File: src/hdl/hst_pkg.sv
`default_nettype none
package hst_pkg;

    localparam int ESID_W   = 36;
    localparam int VSID_W   = 52;
    localparam int ATTR_W   = 4;
    localparam int SLOT_W   = 8;
    localparam int GROUP_W  = 5;
    localparam int WAY_W    = 3;
    localparam int WAYS     = 8;
    localparam int ENTRIES  = 256;

    localparam logic [SLOT_W-1:0]  GROUP_MASK   = 8'hF8;
    localparam logic [VSID_W-1:0]  DEFAULT_VSID_BIT = 52'h0001000000000;
    localparam logic [ATTR_W-1:0]  SETUP_ATTR   = 4'h4;

    typedef enum logic [1:0] {
        OP_LOOKUP = 2'd0,
        OP_MAP    = 2'd1,
        OP_SETUP  = 2'd2,
        OP_UNMAP  = 2'd3
    } t_op;

    typedef enum logic [1:0] {
        ST_OK        = 2'd0,
        ST_NOT_FOUND = 2'd1,
        ST_NO_FREE   = 2'd2,
        ST_NO_EVICT  = 2'd3
    } t_status;

    // payload word kept in the entry memory
    typedef struct packed {
        logic [ESID_W-1:0] esid;
        logic [VSID_W-1:0] vsid;
        logic [ATTR_W-1:0] attr;
    } t_entry;

    // result of the two group scans
    typedef struct packed {
        logic             hit;
        logic [SLOT_W-1:0] hit_slot;
        logic             pfree;
        logic [WAY_W-1:0] pfree_way;
        logic             sfree;
        logic [WAY_W-1:0] sfree_way;
        logic             ptop;
        logic [WAY_W-1:0] ptop_way;
        logic             pnb;
        logic [WAY_W-1:0] pnb_way;
        logic [WAYS-1:0]  pbolt;
    } t_scan;

endpackage
`default_nettype wire

File: src/hdl/hst_flags.sv
`default_nettype none
// valid and bolted marks for all entries, one flop each, group read ports
module hst_flags (
    input  wire logic                       i_clk,
    input  wire logic                       i_rst_n,
    input  wire logic [hst_pkg::GROUP_W-1:0] i_pgrp,
    output logic [hst_pkg::WAYS-1:0]        o_pval,
    output logic [hst_pkg::WAYS-1:0]        o_pbolt,
    output logic [hst_pkg::WAYS-1:0]        o_sval,
    output logic [hst_pkg::WAYS-1:0]        o_sbolt,
    input  wire logic                       i_we,
    input  wire logic [hst_pkg::SLOT_W-1:0] i_wslot,
    input  wire logic                       i_wvalid,
    input  wire logic                       i_wbolt
);
    import hst_pkg::*;

    logic [ENTRIES-1:0] r_valid;
    logic [ENTRIES-1:0] r_bolt;
    logic [GROUP_W-1:0] sgrp;

    assign sgrp    = ~i_pgrp;
    assign o_pval  = r_valid[{i_pgrp, 3'b000} +: WAYS];
    assign o_pbolt = r_bolt[{i_pgrp, 3'b000} +: WAYS];
    assign o_sval  = r_valid[{sgrp, 3'b000} +: WAYS];
    assign o_sbolt = r_bolt[{sgrp, 3'b000} +: WAYS];

    // single-entry update
    always_ff @(posedge i_clk) begin
        if (!i_rst_n) begin
            r_valid <= '0;
            r_bolt  <= '0;
        end else if (i_we) begin
            r_valid[i_wslot] <= i_wvalid;
            r_bolt[i_wslot]  <= i_wbolt;
        end
    end
endmodule
`default_nettype wire

File: config.mk
export PLATFORM = sky130hd
export DESIGN_NAME = hst_flags
export DESIGN_NICKNAME = d
export VERILOG_FILES = /design/src/hdl/hst_pkg.sv /design/src/hdl/hst_flags.sv
export SDC_FILE = /design/constraint.sdc
export NUM_CORES = 1
export LEC_CHECK = 0
export ABC_AREA = 1
export ABC_CLOCK_PERIOD_IN_PS = 2300
export BUFFER_PORTS_ARGS = -buffer_cell sky130_fd_sc_hd__clkbuf_2
export CAP_MARGIN = 40
export CORE_MARGIN = 5
export CORE_UTILIZATION = 51
export CTS_CLUSTER_DIAMETER = 200
export DETAILED_ROUTE_END_ITERATION = 10
export MAX_ROUTING_LAYER = met4
export PLACE_DENSITY = 0.75
export SYNTH_ARGS = -nofsm -noshare
export SYNTH_HDL_FRONTEND = slang
export SYNTH_SLANG_ARGS = --single-unit
File: constraint.sdc
create_clock -name i_clk -period 2.3 [get_ports i_clk]
set_input_delay 0.46 -clock i_clk [delete_from_list [all_inputs] [get_ports i_clk]]
set_output_delay 0.46 -clock i_clk [all_outputs]
set_load 0.01 [all_outputs]
==> results.sh <==
export IMPL_grt_pass1_wl_um=162000
export IMPL_end_kind="output pin"
export IMPL_period_share_pct=102
export IMPL_finalSetupTns_ps=-244
export IMPL_synth_area_leaders="dfxtp_1 (34%), nand2_1 (21%), nor2_1 (14%)"
export IMPL_synthArstFlopShare_pct=0
export IMPL_clkLatencyLatePin_ps=620
export IMPL_clock_path_buffers=3
export IMPL_drc=0
export IMPL_use_met1_pct=41.5
export IMPL_synth_area_um2=29800
export IMPL_path_class="in -> out"
export IMPL_placedInstanceArea_um2=32400
export IMPL_synthMuxAreaShare_pct=0
export IMPL_core_rowCount=88
export IMPL_min_period_ps=2350
export IMPL_synth_fp_nets=5235
export IMPL_dr_total_vias=34300
export IMPL_ys_seq_area_share_pct=34.4
export IMPL_top_usage_layer="met2"
export IMPL_critPathLaunchType="primary input"
export IMPL_antenna_found_initial=2
export IMPL_cts_tree="done"
export IMPL_ys_ff_latch=512
export IMPL_cts_root_buf="clkbuf_16"
export IMPL_grt_usage_pct=32.0
export IMPL_drt_initial_drc_count=4275
export IMPL_die_y_um=252
export IMPL_design_area_um2=36300
export IMPL_setup_slack_ps=-51.7
export IMPL_synth_cell_types=16
export IMPL_worstPathRequired_ps=1840
export IMPL_synth_area_per_cell_um2=5.72
export IMPL_fin_worst_skew_ps=0
export IMPL_first_global_vias=30000
export IMPL_finalSetupViolCount=13
export IMPL_violations="negative setup slack"
export IMPL_clockPowerShare_pct=45.0
export IMPL_yosysTopAreaCellShare_pct=34.4
export IMPL_holdCritPathClass="in -> reg"
export IMPL_die_w_um=252
export IMPL_viasPerCell=5.64
export IMPL_yosys_area_share_simple_pct=47.8
export IMPL_dp_hpwl_um=67100
export IMPL_synthToLayoutAreaGrowth_pct=21.7
export IMPL_synth_top_family_by_area="simple AND/OR/NAND/NOR gates"
export IMPL_synth_compound_area_share_pct=8.69
export IMPL_gp_congestion=0.939
export IMPL_p_int_mw=15.8
export IMPL_hold_viol_final=0
export IMPL_utilization_pct=62.8
export IMPL_timing_fmax_ghz=0.425
export IMPL_ir_drop_mv=0.586
export IMPL_grt_util_met2_pct=49.0
export IMPL_overflow=0
export IMPL_seq_area_um2=10300
export IMPL_multi_input_area_um2=17500
export IMPL_wl_um=106000
export IMPL_outcome="finished, violations left"
export IMPL_nFillCells=5197
export IMPL_avgRoutedWirePerCell_um=17.5
export IMPL_cts_hold_fix_buffers=0
export IMPL_grt_met3_usage_pct=5.47
export IMPL_finalNetCount=5276
export IMPL_die_area_um2=63400
export IMPL_synth_top_flop_cell="dfxtp_1"
export IMPL_comb_power_share_pct=13.8
export IMPL_grt_start_max_net_pins=110
export IMPL_p_leak_nw=15.9
export IMPL_htreeDepth=2
export IMPL_synthAdderAreaFrac_pct=0
export IMPL_clock_sinks=512
export IMPL_worstPathArrival_ps=1890
export IMPL_core_area_um2=57800
export IMPL_drv_cap=0
export IMPL_start_util_pct=51.6
export IMPL_io_pins=50
export IMPL_port_buffers=49
export IMPL_worst_slew_pin_slew_ps=771
export IMPL_powerDensity_nw_per_um2=596
export IMPL_synth_xor_area_share_pct=0
export IMPL_synth_common_cells="nand2_1 (1630), nor2_1 (1111), nand3_1 (772), dfxtp_1 (512), o21ai_0 (510)"
export IMPL_clk_pin_slew_ps=60
export IMPL_holdWs_ps=214
export IMPL_rsz0062_at_grt="yes"
export IMPL_cp_max_fo=8
export IMPL_ant_nets=0
export IMPL_synthCells=5217
export IMPL_swShare_pct=27.0
export IMPL_drv_slew=0
export IMPL_yosysWarnings=0
export IMPL_max_slew_margin_pct=48.6
export IMPL_synth_most_common_cell="nand2_1"
export IMPL_drive_above_1_share_pct=13.0
export IMPL_drt_pass1_iter_count=6
export IMPL_switching_power_mw=5.85
export IMPL_yosysTopAreaCell="dfxtp_1"
export IMPL_numCtsBuffers=57
export IMPL_seq_power_share_pct=41.2
export IMPL_synth_edf_count=0
-- what timing repair did --
item,CTS,global route
setup endpoints to repair,29,32
gates resized for setup,113,261
gates cloned,8,18
setup buffers,17,5
pin swaps,25,107
-- stage by stage --
step,total power [mW],setup WS [ps],instances
after detailed placement,11.6,-115,5922
after floorplan,10.5,294,5217
final,21.6,-51.7,6072
after global placement,11.6,-113,5922
after CTS,21.4,-46.4,6050
after global routing,22.3,-122,6071
-- area by class of cell --
class,count,area share (%)
antenna,3,0.0207
multi-input combinational,4042,48.3
inverter,300,3.23
clock buffer,78,4.54
clock inverter,27,0.907
tap,765,2.64
timing repair buffer,345,12.0
sequential,512,28.4
-- power by group through the flow --
stage | registers [mW] | logic, mW | clock network [mW]
2_1_floorplan | 9.10 | 1.44 | 0
3_3_place_gp | 9.10 | 2.49 | 0
3_5_place_dp | 9.10 | 2.50 | 0
4_1_cts | 8.90 | 2.69 | 9.81
5_1_grt | 8.90 | 3.17 | 10.2
6_report | 8.90 | 2.99 | 9.74
-- critical path, cell delays in order --
cell	delay, ps
buf_16	130
buf_12	150
buf_12	150
buf_12	140
buf_6	120
nand2_1	50
nand3_1	80
nand3_1	90
nand2_1	90
nand2_1	60
nand2_1	50
nand2_1	80
nand2_2	80
buf_6	130
-- logic make-up (layout without fill, tap and decap cells) --
logic type | count (synthesis) | count (layout)
compound gates | 518 | 518
buf+inv | 663 | 750
flops | 512 | 512
simple gates | 3524 | 3524
other cells | 0 | 3
-- final timing paths --
path,start,endpoint,slack (ps),cells after the start
hold / removal,i_wbolt,r_bolt[230]$_SDFFE_PN0P_,210,3
setup reg to reg,r_valid[9]$_SDFFE_PN0P_,r_valid[9]$_SDFFE_PN0P_,1600,2
hold reg to reg,r_bolt[249]$_SDFFE_PN0P_,r_bolt[249]$_SDFFE_PN0P_,470,2
setup / recovery,i_pgrp[0],o_sval[7],-50,14
-- state kept, by name (all words and copies together), names as in the netlist --
| register | cells |
|---|---|
| r_valid | 256 |
| r_bolt | 256 |
-- layout by cell type (no fill, tap or decap), drive strengths merged --
master	netlist	layout
diode	0	3
nor2	1120	1120
inv	298	298
clkbuf	159	111
o21ai	510	510
clkinvlp	0	3
nand2	1630	1630
a21oi	8	8
dfxtp	512	512
nor3	2	2
clkinv	2	19
bufbuf	0	2
buf	204	310
nand3	772	772
bufinv	0	7
-- routing by layer --
layer	vias up	wire length [µm]
met2	1809	46800
li1	16600	-
met5	-	0
met4	0	5210
met1	15600	43000
met3	364	11100
Power figures use the tool's default switching activity.
